===== src/rtl/core/sinetr_pkg.sv =====
package sinetr_pkg;

  localparam int unsigned MaxTermsDef      = 16;
  localparam int unsigned AngleFracBitsDef = 28;

  localparam int unsigned AngleW   = 32;
  localparam int unsigned OutW     = 32;
  localparam int unsigned CfgW     = 5;
  localparam logic [CfgW-1:0] CfgReset = 5'd10;

  localparam int unsigned TermFrac = 40;
  localparam int unsigned OutFrac  = 24;
  localparam int unsigned OutDrop  = TermFrac - OutFrac;

  // Term magnitudes are 47 bits; the sum of up to 32 of them fits in 53 signed bits.
  localparam int unsigned MagW = 47;
  localparam int unsigned SumW = MagW + 6;

  typedef struct packed {
    logic                   neg_x;
    logic [CfgW-1:0]        n;
    logic [MagW-1:0]        x2;
    logic [MagW-1:0]        t;
    logic signed [SumW-1:0] sum;
  } term_bus_t;

endpackage


===== src/rtl/core/sinetr_mul.sv =====
module sinetr_mul import sinetr_pkg::*; (
  input  logic            clk_i,
  input  logic            en_i,
  input  logic [MagW-1:0] a_i,
  input  logic [MagW-1:0] b_i,
  output logic [MagW-1:0] p_o
);

  localparam int unsigned LoW  = 24;
  localparam int unsigned HiW  = MagW - LoW;
  localparam int unsigned MidW = 2 * LoW;
  localparam int unsigned S1W  = MidW + 1;
  localparam int unsigned RW   = 2 * HiW + 8 + 1;

  logic [2*LoW-1:0]   ll_q;
  logic [LoW+HiW-1:0] lh_q;
  logic [LoW+HiW-1:0] hl_q;
  logic [2*HiW-1:0]   hh_q;
  logic [MagW-1:0]    p_q;

  logic [MidW-1:0] mid;
  logic [S1W-1:0]  s1;
  logic [RW-1:0]   r;
  logic [MagW-1:0] p_d;

  always_ff @(posedge clk_i) begin
    if (en_i) begin
      ll_q <= a_i[LoW-1:0] * b_i[LoW-1:0];
      lh_q <= a_i[LoW-1:0] * b_i[MagW-1:LoW];
      hl_q <= a_i[MagW-1:LoW] * b_i[LoW-1:0];
      hh_q <= a_i[MagW-1:LoW] * b_i[MagW-1:LoW];
    end
  end

  always_comb begin
    mid = MidW'(lh_q) + MidW'(hl_q);
    s1  = S1W'(ll_q[2*LoW-1:LoW]) + S1W'(mid);
    r   = RW'({hh_q, 8'b0}) + RW'(s1[S1W-1:16]);
    if (|r[RW-1:MagW]) begin
      p_d = {MagW{1'b1}};
    end else begin
      p_d = r[MagW-1:0];
    end
  end

  always_ff @(posedge clk_i) begin
    if (en_i) begin
      p_q <= p_d;
    end
  end

  assign p_o = p_q;

endmodule


===== src/rtl/core/sinetr_front.sv =====
module sinetr_front import sinetr_pkg::*; #(
  parameter int unsigned MAX_TERMS       = MaxTermsDef,
  parameter int unsigned ANGLE_FRAC_BITS = AngleFracBitsDef
) (
  input  logic              clk_i,
  input  logic              rst_ni,
  input  logic              en_i,
  input  logic              valid_i,
  input  logic [AngleW-1:0] angle_i,
  input  logic [CfgW-1:0]   term_count_i,
  output logic              valid_o,
  output term_bus_t         bus_o
);

  localparam int unsigned Shift = TermFrac - ANGLE_FRAC_BITS;
  localparam int unsigned XW    = AngleW + TermFrac - 16;

  logic [AngleW-1:0] amag;
  logic [XW-1:0]     xw;
  logic [MagW-1:0]   xm_d;
  logic [CfgW-1:0]   n_d;
  logic [MagW-1:0]   x2;

  logic [2:0]      valid_q;
  logic [2:0]      neg_q;
  logic [CfgW-1:0] n_q [3];
  logic [MagW-1:0] xm_q [3];

  always_comb begin
    amag = angle_i[AngleW-1] ? (~angle_i + AngleW'(1)) : angle_i;
    xw   = XW'(amag) << Shift;
    if (|xw[XW-1:MagW]) begin
      xm_d = {MagW{1'b1}};
    end else begin
      xm_d = xw[MagW-1:0];
    end
    if ({1'b0, term_count_i} > (CfgW+1)'(MAX_TERMS)) begin
      n_d = CfgW'(MAX_TERMS);
    end else begin
      n_d = term_count_i;
    end
  end

  always_ff @(posedge clk_i or negedge rst_ni) begin
    if (!rst_ni) begin
      valid_q <= '0;
    end else if (en_i) begin
      valid_q <= {valid_q[1:0], valid_i};
    end
  end

  always_ff @(posedge clk_i) begin
    if (en_i) begin
      neg_q   <= {neg_q[1:0], angle_i[AngleW-1]};
      n_q[0]  <= n_d;
      n_q[1]  <= n_q[0];
      n_q[2]  <= n_q[1];
      xm_q[0] <= xm_d;
      xm_q[1] <= xm_q[0];
      xm_q[2] <= xm_q[1];
    end
  end

  sinetr_mul u_sq (
    .clk_i (clk_i),
    .en_i  (en_i),
    .a_i   (xm_q[0]),
    .b_i   (xm_q[0]),
    .p_o   (x2)
  );

  assign valid_o = valid_q[2];

  always_comb begin
    bus_o.neg_x = neg_q[2];
    bus_o.n     = n_q[2];
    bus_o.x2    = x2;
    bus_o.t     = xm_q[2];
    bus_o.sum   = '0;
  end

endmodule


===== config.mk =====
export PLATFORM = sky130hd
export DESIGN_NAME = sinetr_front
export DESIGN_NICKNAME = d
export VERILOG_FILES = /design/src/rtl/core/sinetr_pkg.sv /design/src/rtl/core/sinetr_mul.sv /design/src/rtl/core/sinetr_front.sv
export SDC_FILE = /design/constraint.sdc
export NUM_CORES = 2
export LEC_CHECK = 0
export BUFFER_PORTS_ARGS = -buffer_cell sky130_fd_sc_hd__buf_2
export CAP_MARGIN = 20
export CORE_ASPECT_RATIO = 0.7
export CORE_MARGIN = 10
export CORE_UTILIZATION = 50
export CTS_CLUSTER_DIAMETER = 40
export CTS_CLUSTER_SIZE = 20
export DETAILED_ROUTE_END_ITERATION = 6
export PLACE_DENSITY = 0.73
export RECOVER_POWER = 25
export SLEW_MARGIN = 0
export SYNTH_ARGS = -nofsm -noshare
export SYNTH_HDL_FRONTEND = slang
export SYNTH_SLANG_ARGS = --single-unit
export TNS_END_PERCENT = 20

===== constraint.sdc =====
create_clock -name clk_i -period 10.42 [get_ports clk_i]
set_clock_uncertainty 0.2 [all_clocks]
set_input_delay 1.042 -clock clk_i [delete_from_list [all_inputs] [get_ports clk_i]]
set_output_delay 1.042 -clock clk_i [all_outputs]
set_load 0.01 [all_outputs]

==> impl_metrics.ini <==
[status]
outcome = finished, violations left
violations = capacitance limit, slew limit

[cts]
htree_levels = 2
cts_num_sinks = 250
cts_resized = 0
clkLatencyLatePin_ns = 0.60
cts_buffers = 43
postCtsSetupRepairBufs = 0
cts_tree = done
path_clk_slew_ns = 0.06
hold_buffers = 0
clock_path_buffers = 3
ctsRootBufferMaster = clkbuf_16

[worst_setup_path]
critPathLaunchType = register
required_ns = 10.57
arrival_ns = 9.44
crit_path_end_kind = register
critical_path_class = register to register
path_max_fanout = 25

[global_route]
overflow = 0
groute.usage.overall = 0.202
grt_pass1_vias = 24988
antenna_found_initial = 0
grt_pass1_wl_um = 136000
grt_max_degree = 112

[layout]
syn2layout_area_growth_pct = 6.86
drive_gt1_frac = 0.0620
final_common_cell = inv_1
multiInputGateArea_mm2 = 0.0248
seqCellArea_mm2 = 0.00749
final_util = 0.540
nFillCells = 6307
mostFrequentLayoutCells = inv_1, fa_1, ha_1
antenna_cells = 0
final_nets = 4710

[synthesis]
syn_area_mm2 = 0.0363
yosysSeqAreaShare = 0.207
yosysTopAreaCell = fa_1
synth_ff_type = edfxtp_1
syn_area_per_cell_um2 = 10.0
async_flop_share = 0.0120
synthesis.instances = 3618
synthDominantCellAreaShare = 0.299
yosysWarnings = 0
synth_cell_types = 68
synth_enable_flop_cells = 247
synth-seq-cells = 250
synthTopCellsByArea = fa_1, edfxtp_1, ha_1, inv_1, and2_1

[die]
initial_core_util = 0.506
dieArea_mm2 = 0.0838
die_w_um = 342
ios = 195
coreArea_mm2 = 0.0717
rows = 82
dieHeight_um = 245

[placement]
gp_congestion = 0.910
dp.final_hpwl_um = 65400
place.port_buffers = 126

[timing]
finalHoldViolations = 0
setup-violations-final = 0
drv_slew = 423
worstMarginPinSlew_ns = 6.49
slew_headroom = -3.33
fin_crit_sh = 0.892
fmax_mhz = 108
fin_crit_ns = 9.29
tns_ns = 0
whs_ns = 0.0660
rsz0062_at_grt = false

[routing]
avgViaCountPerCell = 5.14
routed_wl_um = 82300
firstDrtPassIters = 5
ant_nets = 0
drc = 0
vias = 24000
wl_per_cell_um = 17.6
drtIter0Drc = 1915

[min_path]
hold_class = input pin to async pin

[run]
cap_violations = 11
## metrics by stage
| step | cells | setup WS, ns | instance area [um^2] |
|---|---|---|---|
| after floorplan | 3685 | 2.59 | 36500 |
| after global placement | 4594 | 2.09 | 37400 |
| after detailed placement | 4594 | 1.90 | 37400 |
| after CTS | 4673 | 1.81 | 38800 |
| after global routing | 4673 | 0.699 | 38700 |
| final | 4673 | 1.13 | 38700 |
## final timing paths
path                                           end                   from  depth (start not counted)  slack, ns
max                        u_sq.hh_q[38]$_DFFE_PP_  xm_q[0][31]$_DFFE_PP_                         24       1.13
min                         valid_q[1]$_DFFE_PN0P_                 rst_ni                          1       0.07
max reg2reg                u_sq.hh_q[38]$_DFFE_PP_  xm_q[0][31]$_DFFE_PP_                         24       1.13
min reg2reg                 xm_q[0][116]$_DFFE_PP_  xm_q[0][69]$_DFFE_PP_                          0       0.21
max in group asynchronous   valid_q[0]$_DFFE_PN0P_                 rst_ni                          1       9.80
min in group clk_i          xm_q[0][116]$_DFFE_PP_  xm_q[0][69]$_DFFE_PP_                          0       0.21
## logic make-up (layout without fill, tap and decap cells)
group,after synthesis,count (layout),synth area share
fa+ha+maj,996,996,0.456
simple gates,832,832,0.115
mux,6,6,0.00179
compound gates,343,343,0.0622
xor+xnor,168,168,0.0406
buf+inv,1022,1044,0.118
flops,250,250,0.207
other cells,1,68,0.000103
## layer usage
layer,global-route usage,part of all wire,vias up
li1,-,-,11291
met4,0.0333,0.013,0
met5,0,0,-
met1,0.311,0.49,11800
met3,0.0479,0.092,69
met2,0.288,0.41,840
## registers in the layout, summed over array words and instances, names as in the netlist
signal	count
n_q	15
neg_q	3
u_sq.hh_q	41
u_sq.lh_q	35
u_sq.ll_q	12
u_sq.p_o	47
valid_q	3
xm_q	94
## synthesized netlist by cell type, types with 51 or more instances
cell type / count
a21o_1: 79
a21oi_1: 90
and2_1: 262
buf_4: 107
clkbuf_1: 106
edfxtp_1: 247
fa_1: 541
ha_1: 455
inv_1: 802
nand2_1: 319
nor2_1: 90
o21ai_0: 65
xnor2_1: 117
xor2_1: 51
## cell type report
class,count,share of cell area
clock buffer,46,0.0283
tap,966,0.0312
timing repair buffer,162,0.0211
multi-input combinational,2413,0.639
inverter,803,0.0778
clock inverter,33,0.00924
sequential,250,0.193
## critical path, cell delays in order, from the launching register on
cell	delay, ns
edfxtp_1	0.61
clkbuf_1	1.18
nand2_1	0.31
fa_1	0.59
inv_1	0.05
fa_1	0.52
inv_1	0.06
fa_1	0.54
inv_1	0.05
fa_1	0.52
fa_1	0.44
fa_1	0.56
inv_1	0.06
fa_1	0.53
inv_1	0.04
ha_1	0.43
nand4_1	0.16
nor2_1	0.19
nor4bb_1	0.38
a211oi_1	0.16
o21ai_0	0.27
a31oi_1	0.18
o21ai_0	0.53
nor4b_1	0.12
a211o_1	0.29
Power is not shown: default switching activity piles up to over one toggle a cycle in this logic, so the estimate is an artifact.
