$ cat config.mk
export PLATFORM = sky130hd
export DESIGN_NAME = sinetr_out
export DESIGN_NICKNAME = d
export VERILOG_FILES = /design/src/rtl/core/sinetr_pkg.sv /design/src/rtl/core/sinetr_out.sv
export SDC_FILE = /design/constraint.sdc
export NUM_CORES = 1
export LEC_CHECK = 0
export BUFFER_PORTS_ARGS = -buffer_cell sky130_fd_sc_hd__buf_2
export CORE_ASPECT_RATIO = 0.5
export CORE_UTILIZATION = 28
export DETAILED_ROUTE_END_ITERATION = 12
export SETUP_SLACK_MARGIN = 0.2
export SLEW_MARGIN = 20
export SYNTH_ARGS = -nofsm -noshare
export SYNTH_HDL_FRONTEND = slang
export SYNTH_SLANG_ARGS = --single-unit
export TNS_END_PERCENT = 20
$ cat constraint.sdc
create_clock -name clk_i -period 5.35 [get_ports clk_i]
set_input_delay 0.2675 -clock clk_i [delete_from_list [all_inputs] [get_ports clk_i]]
set_output_delay 0.2675 -clock clk_i [all_outputs]
set_load 0.01 [all_outputs]
$ cat src/rtl/core/sinetr_pkg.sv
package sinetr_pkg;

  localparam int unsigned MaxTermsDef      = 16;
  localparam int unsigned AngleFracBitsDef = 28;

  localparam int unsigned AngleW   = 32;
  localparam int unsigned OutW     = 32;
  localparam int unsigned CfgW     = 5;
  localparam logic [CfgW-1:0] CfgReset = 5'd10;

  localparam int unsigned TermFrac = 40;
  localparam int unsigned OutFrac  = 24;
  localparam int unsigned OutDrop  = TermFrac - OutFrac;

  // Term magnitudes are 47 bits; the sum of up to 32 of them fits in 53 signed bits.
  localparam int unsigned MagW = 47;
  localparam int unsigned SumW = MagW + 6;

  typedef struct packed {
    logic                   neg_x;
    logic [CfgW-1:0]        n;
    logic [MagW-1:0]        x2;
    logic [MagW-1:0]        t;
    logic signed [SumW-1:0] sum;
  } term_bus_t;

endpackage

$ cat src/rtl/core/sinetr_out.sv
module sinetr_out import sinetr_pkg::*; #(
  parameter int unsigned K = MaxTermsDef
) (
  input  logic            clk_i,
  input  logic            rst_ni,
  input  logic            valid_i,
  input  term_bus_t       bus_i,
  output logic            en_o,
  output logic            out_valid_o,
  input  logic            out_stall_i,
  output logic [OutW-1:0] sine_value_o,
  output logic            saturated_o
);

  localparam bit KEven = (K % 2) == 0;
  localparam int unsigned QW = SumW - OutDrop;

  logic                   en;
  logic                   neg_t;
  logic                   add_en;
  logic signed [SumW-1:0] t_ext;
  logic signed [SumW-1:0] sum_d;

  logic                   valid_a_q;
  logic signed [SumW-1:0] sum_a_q;

  logic            neg_s;
  logic [SumW-1:0] smag;
  logic [QW-1:0]   q;
  logic [OutW-1:0] val;
  logic            sat;

  logic            push;
  logic            pop;
  logic [1:0]      count_q;
  logic [1:0]      count_d;
  logic            wr_ptr_q;
  logic            rd_ptr_q;
  logic [OutW-1:0] val_mem_q [2];
  logic            sat_mem_q [2];

  assign en = count_q != 2'd2;

  always_comb begin
    neg_t  = bus_i.neg_x ^ KEven;
    add_en = (CfgW+1)'(K) <= {1'b0, bus_i.n};
    t_ext  = {{(SumW-MagW){1'b0}}, bus_i.t};
    sum_d  = bus_i.sum;
    if (add_en) begin
      sum_d = neg_t ? (bus_i.sum - t_ext) : (bus_i.sum + t_ext);
    end
  end

  always_ff @(posedge clk_i or negedge rst_ni) begin
    if (!rst_ni) begin
      valid_a_q <= 1'b0;
    end else if (en) begin
      valid_a_q <= valid_i;
    end
  end

  always_ff @(posedge clk_i) begin
    if (en) begin
      sum_a_q <= sum_d;
    end
  end

  always_comb begin
    neg_s = sum_a_q[SumW-1];
    smag  = neg_s ? (~sum_a_q + SumW'(1)) : sum_a_q;
    q     = smag[SumW-1:OutDrop];
    sat   = 1'b0;
    if (!neg_s) begin
      if (q > QW'(32'h7FFF_FFFF)) begin
        val = 32'h7FFF_FFFF;
        sat = 1'b1;
      end else begin
        val = q[OutW-1:0];
      end
    end else begin
      if (q > QW'(32'h8000_0000)) begin
        val = 32'h8000_0000;
        sat = 1'b1;
      end else begin
        val = ~q[OutW-1:0] + OutW'(1);
      end
    end
  end

  assign push = en && valid_a_q;
  assign pop  = out_valid_o && !out_stall_i;

  always_comb begin
    count_d = count_q;
    if (push && !pop) begin
      count_d = count_q + 2'd1;
    end else if (pop && !push) begin
      count_d = count_q - 2'd1;
    end
  end

  always_ff @(posedge clk_i or negedge rst_ni) begin
    if (!rst_ni) begin
      count_q  <= '0;
      wr_ptr_q <= 1'b0;
      rd_ptr_q <= 1'b0;
    end else begin
      count_q <= count_d;
      if (push) begin
        wr_ptr_q <= ~wr_ptr_q;
      end
      if (pop) begin
        rd_ptr_q <= ~rd_ptr_q;
      end
    end
  end

  always_ff @(posedge clk_i) begin
    if (push) begin
      val_mem_q[wr_ptr_q] <= val;
      sat_mem_q[wr_ptr_q] <= sat;
    end
  end

  assign en_o         = en;
  assign out_valid_o  = count_q != 2'd0;
  assign sine_value_o = val_mem_q[rd_ptr_q];
  assign saturated_o  = sat_mem_q[rd_ptr_q];

endmodule
==> metrics, run 1 <==
Starting Density=0.286; mean post-synth cell area=8.89 sq um; min cycle time layout=4.83 ns; clock latency on the worst-skew pair=0.43 ns; overall routing resource usage=0.155; Clock Skew=0.0149 ns; Setup WS pre-CTS=0.198 ns; startpoint types=flop; Post-Route WL=33300 um; port bufs=140; fillers=4213; Max FO, Critical Path=32; clk buf depth=2; Die W=290 um; PwrDens=421 nW/um^2; DRC=0; TNS Setup=0 ns; max_slew headroom=0.493; ANT nets after route=0; drt first pass iters=6; post-route clock period utilization=0.904; Final nets=1645; H-tree depth=4; Final Cell Area=13600 sq um; initial antenna violation count=9; EDFF count, synth=119; CP Capture Type=flop; Die Y=146 um; 1st-iter DRT viols=634; final count of pins violating max slew=0; CTS sink count=124; first-pass GRT wire length=52400 um; DR vias/cell=5.21; crit path DAT=5.03 ns; final design utilization=0.335; CP Data Required Time=5.55 ns; Setup WS post-layout=0.516 ns; yosys warns=0; Final HPWL DP=25900 um; vias in the first global route=9572; Max-cap violations=0; fraction of layout cells with a size suffix above 1=0.222; # setup viols final=0; Worst R2R Start=sum_a_q[13]$_DFFE_PN_; Synth Instances=1308; Std-Cell Rows=52; most frequent cells after synthesis=129 x nor2_1, 119 x edfxtp_1, 117 x a21oi_1; Die ar.=42400 sq um; I/O pins=192; Pleak=5.34 nW; Mapped Nets=1524; post-synth top area share=0.307; Syn Std Cell Area=11600 sq um; WS Path Type=reg -> reg; R2R Setup Slk=0.52 ns; synth unique cells=81; drt wl/cell=16.8 um; Clock transition at path regs=0.06 ns; Num CTS Buffers=17; DP Area=13000 sq um; Yosys reg bits=124; status=finished clean; Worst Hold Class=in -> reg; global route overflow=0; final hold violation count=0; PnR Total Power=0.00573 W; measured slew at the worst slew-check pin=0.760 ns; fmax=207 MHz; DR vias=10400; CTS Root Cell=clkbuf_16; synth-to-layout area growth=17.1%; post-synthesis sequential area ratio=0.318; ys flop type=edfxtp_1; Area contributors post-synth=edfxtp_1 31%, mux2_2 7.6%, ha_1 6.2%; core box area=40700 sq um; count leader, synth=nor2_1; Routability Congestion=0.914; min-delay src=valid_i; dominant cell type by area after synthesis=edfxtp_1; VDD IR max=0.234 mV; Post-CTS Resized=0; RSZ-0062 raised after global routing=false; CP startpoint=sum_a_q[13]$_DFFE_PN_; async set-reset flop share out of synthesis=0.0403; CTS tree=yes; largest net degree at the start of global routing=61
==> registers in the layout, summed over array words and instances, names as in the netlist <==
register and count:
count_q 2, sat_mem_q 2, wr_ptr_q 1, sum_a_q 53, rd_ptr_q 1, valid_a_q 1
val_mem_q 64
==> through the flow <==
step           instances  hold WS, ns
6_report            1988       0.0778
5_1_grt             1987       0.0708
4_1_cts             1982       0.0572
3_5_place_dp        1949       0.0953
3_3_place_gp        1949       0.0891
2_1_floorplan       1308      -0.0281
==> per-layer routing <==
| layer | wire [um] | GRT usage | part of all wire | up-vias |
|---|---|---|---|---|
| li1 | - | - | - | 5172 |
| met1 | 15500 | 0.203 | 0.46 | 4933 |
| met2 | 16000 | 0.262 | 0.48 | 204 |
| met3 | 1190 | 0.0247 | 0.036 | 42 |
| met4 | 669 | 0.0505 | 0.020 | 6 |
| met5 | 35 | 0 | 0.0010 | - |
==> what timing repair did <==
| action | 4_1_cts | 5_1_grt |
|---|---|---|
| buffers inserted | 0 | 0 |
| endpoints found under the hold margin | 5 | 0 |
| hold buffers | 1 | 0 |
==> kinds of logic (layout without fill, tap and decap cells) <==
group | after synthesis | in the layout | share of synthesized area
buffers and inverters | 112 | 246 | 0.0400
other | 0 | 6 | 0
XOR/XNOR | 121 | 121 | 0.0911
AND/OR/NAND/NOR | 428 | 428 | 0.191
adder cells (fa/ha/maj) | 59 | 59 | 0.0641
flip-flops | 124 | 124 | 0.318
AO/OA/AOI/OAI | 371 | 371 | 0.208
multiplexers | 93 | 93 | 0.0885
==> worst max-delay path, stage by stage (launching register included) <==
cell and delay [ns]:
edfxtp_1 0.36, nor4_1 0.38, nand4_1 0.35, o21ai_0 0.35
xnor2_1 0.13, inv_1 0.07, ha_1 0.16, buf_4 0.16
nand2_1 0.06, o32ai_1 0.16, o32ai_1 0.18, or4b_2 0.73
nor4b_4 0.46, nand3_2 0.17, o31a_4 0.46, o22ai_1 0.40
==> cell type report <==
cell class,count,area [sq um],area share
multi-input cells,1072,7470,0.549
flip-flops and latches,124,3700,0.272
repair buffers,179,996,0.0731
well taps,540,676,0.0496
clock buffers,20,467,0.0343
clock inverters,12,161,0.0119
inverters,35,131,0.00965
diodes,6,15.0,0.00110
==> cell usage in the layout, fill, tap and decap left out, types with 9 or more instances in the layout <==
master / instances
a21oi_1: 117
o21bai_1: 11
nand2b_1: 9
inv_1: 34
a31oi_1: 12
buf_2: 140
xnor2_1: 50
o22ai_1: 17
nor2_1: 128
nand2_1: 76
nand4_1: 21
buf_4: 38
a211oi_1: 11
nor2b_1: 12
or2_2: 9
xor2_1: 71
mux2i_1: 14
edfxtp_1: 119
clkbuf_16: 17
o21a_1: 14
or3_1: 15
nor4_1: 23
mux2_2: 79
nand3_1: 30
o21ai_0: 58
ha_1: 58
and3_1: 17
a21o_1: 43
or4_1: 12
nor3_1: 31
==> power breakdown <==
group | total (W) | switching, W | internal [W]
Sequential | 0.00197 | 0.000335 | 0.00163
Combinational | 0.00256 | 0.00149 | 0.00107
Clock | 0.00121 | 0.000434 | 0.000773
==> worst paths after layout <==
kind | endpoint | depth (start not counted)
max | val_mem_q[1][6]$_DFFE_PP_ | 15
min reg2reg | count_q[1]$_DFFE_PN0P_ | 1
min | valid_a_q$_DFFE_PN0N_ | 2
max in group asynchronous | wr_ptr_q$_DFFE_PN0P_ | 2
max reg2reg | val_mem_q[1][6]$_DFFE_PP_ | 15
min in group asynchronous | valid_a_q$_DFFE_PN0N_ | 2
Note: power is estimated with default switching activity, not from simulation.
==> run 2: changes to the inputs <==
Settings changed: CTS_CLUSTER_SIZE from default to 14, PLACE_DENSITY_LB_ADDON from default to 0.3.
==> run 2 against run 1 <==
Against the previous run: via count fell by 0.65%; power increased by 1.2%; hold slack got worse by 0.0063 ns; non-clock buffer count grew 7; critical path depth grew 1; flip-flop and latch count stayed put; routed wire length rose by 0.80%; largest cell class unchanged; highest routed layer unchanged.
==> metrics, run 2 (same netlist as run 1, synthesis figures left out) <==
status=finished clean; initial antenna violation count=7 (-2); Min-Delay Endpoint=valid_a_q$_DFFE_PN0N_; H-tree depth=4 (unchanged); # setup viols final=0 (unchanged); port bufs=140 (unchanged); measured slew at the worst slew-check pin=0.745 ns (-0.0152 ns); synth-to-layout area growth=17.8%; Die Y=146 um (unchanged); commonest non-fill, non-tap cell in the layout=buf_2; min cycle time layout=4.91 ns (+0.0751 ns); multi-input logic area=7490 sq um (+0.25%); Clock transition at path regs=0.06 ns (about the same); max_slew headroom=0.503 (+0.0102); VDD IR max=0.217 mV (-7.2%); ANT nets after route=0 (unchanged); final design utilization=0.337 (+0.00215); Die W=290 um (unchanged); Pleak=5.39 nW (+0.85%); DR vias=10300 (-0.65%); startpoint types=flop; Die ar.=42400 sq um (unchanged); Max FO, Critical Path=32 (unchanged); Final HPWL DP=26100 um (+0.86%); Worst R2R Start=sum_a_q[6]$_DFFE_PN_; Top Registers=val_mem_q (64), sum_a_q (53); CTS tree=yes; post-route clock period utilization=0.918 (+0.0140); Starting Density=0.286 (unchanged); Register Area=3700 sq um (unchanged); Num CTS Buffers=17 (unchanged); drt wl/cell=16.9 um (+0.49%); Std-Cell Rows=52 (unchanged); fillers=4231 (+0.43%); largest net degree at the start of global routing=68 (+11%); CTS Root Cell=clkbuf_16; clock latency on the worst-skew pair=0.43 ns (about the same); DR vias/cell=5.16 (-0.95%); CP Data Required Time=5.55 ns (about the same); core box area=40700 sq um (unchanged); WS Path Type=reg -> reg; WHS Path Cells=2 (unchanged); Clock Skew=0.0102 ns (-0.00479 ns); CTS sink count=124 (unchanged); overall routing resource usage=0.156 (+0.00132); drt first pass iters=5 (-1); Largest Register=val_mem_q; min-delay src=valid_i; Worst R2R Path Depth=16 (+1); first-pass GRT wire length=53000 um (+0.97%); Largest register FFs=64 (unchanged); Final nets=1652 (+0.43%); PnR Total Power=0.00580 W (+1.2%); I/O pins=192 (unchanged); 1st-iter DRT viols=577 (-9.0%); Post-Route WL=33600 um (+0.80%); PwrDens=423 nW/um^2 (+0.52%); global route overflow=0 (unchanged); R2R Setup Slk=0.44 ns (-0.08 ns); CP Capture Type=flop; clk buf depth=2 (unchanged); DRC=0 (unchanged); Routability Congestion=0.915 (+0.12%); Worst Hold Class=in -> reg; most frequent cells in the layout=140 x buf_2, 128 x nor2_1, 119 x edfxtp_1, 117 x a21oi_1, 79 x mux2_2; fraction of layout cells with a size suffix above 1=0.228 (+0.00583); Max-cap violations=0 (unchanged); vias in the first global route=9779 (+2.2%); final count of pins violating max slew=0 (unchanged); RSZ-0062 raised after global routing=true; crit path DAT=5.11 ns (+0.08 ns); Worst R2R End=val_mem_q[1][28]$_DFFE_PP_; fmax=204 MHz (-1.5%); final hold violation count=0 (unchanged); TNS Setup=0 ns (unchanged)
[run 2: changes by cell type in the layout (fill, tap and decap cells not counted), moves of 2 or more]
cell / before / now
inv_6: 2 / 5
buf_4: 38 / 45
clkbuf_8: 3 / 1
nor4_2: 0 / 2
nor4_1: 23 / 21
[run 2: stage by stage]
step	hold WS (ns)	std cells	worst slack, ns	area, sq um
floorplan	-0.0281	1308	0.240	11600
global placement	0.0917	1955	0.198	13000
detailed placement	0.0877	1955	0.112	13000
CTS	0.0534	1988	0.235	13700
global route	0.0595	1993	0.144	13700
finish	0.0715	1994	0.441	13700
[run 2: worst max path at each step]
stage	start	end	slack, ns	cells after the start
after CTS	sum_a_q[1]$_DFFE_PN_	val_mem_q[0][28]$_DFFE_PP_	0.24	15
final	sum_a_q[6]$_DFFE_PN_	val_mem_q[1][28]$_DFFE_PP_	0.44	16
after detailed placement	bus_i[54]	sum_a_q[49]$_DFFE_PN_	0.11	21
after floorplan	sum_a_q[52]$_DFFE_PN_	val_mem_q[0][28]$_DFFE_PP_	0.24	21
after global routing	bus_i[54]	sum_a_q[49]$_DFFE_PN_	0.14	21
after global placement	bus_i[54]	sum_a_q[49]$_DFFE_PN_	0.20	21
[run 2: worst max-delay path, cell delays in order, from the launching register on]
cell and delay (ns):
edfxtp_1 0.36, nor4_1 0.44, nand4_1 0.15, buf_4 0.20
o21ai_0 0.19, xnor2_1 0.13, inv_1 0.08, ha_1 0.28
nand2_1 0.11, o32ai_1 0.33, o32ai_1 0.20, or4b_2 0.74
nor4b_4 0.34, nand3_2 0.15, o31a_4 0.48, o2bb2ai_2 0.19
a221oi_2 0.32
[run 2: repair_timing]
action                                  CTS  global route
buffers inserted                          0             1
hold buffers                              1             0
hold endpoints to repair                  5             0
endpoints found under the setup margin    0            71
resized for setup                         0             3
[run 2: layout make-up]
class,instances,share of cell area
diodes,5,0.000913
clock buffers,18,0.0320
clock inverters,14,0.0152
inverters,35,0.00958
multi-input cells,1072,0.547
flip-flops and latches,124,0.270
well taps,540,0.0493
repair buffers,186,0.0765
[run 2: layer usage]
metal	wire (um)	GRT usage	vias up
met1	15800	0.205	4873
met5	8	0	-
met2	16000	0.260	186
met4	728	0.0569	2
li1	-	-	5184
met3	1150	0.0250	45
[run 2: power breakdown]
group          internal [W]  switching [W]
clock network      0.000803       0.000462
registers           0.00163       0.000338
logic               0.00107        0.00149
total               0.00351        0.00229
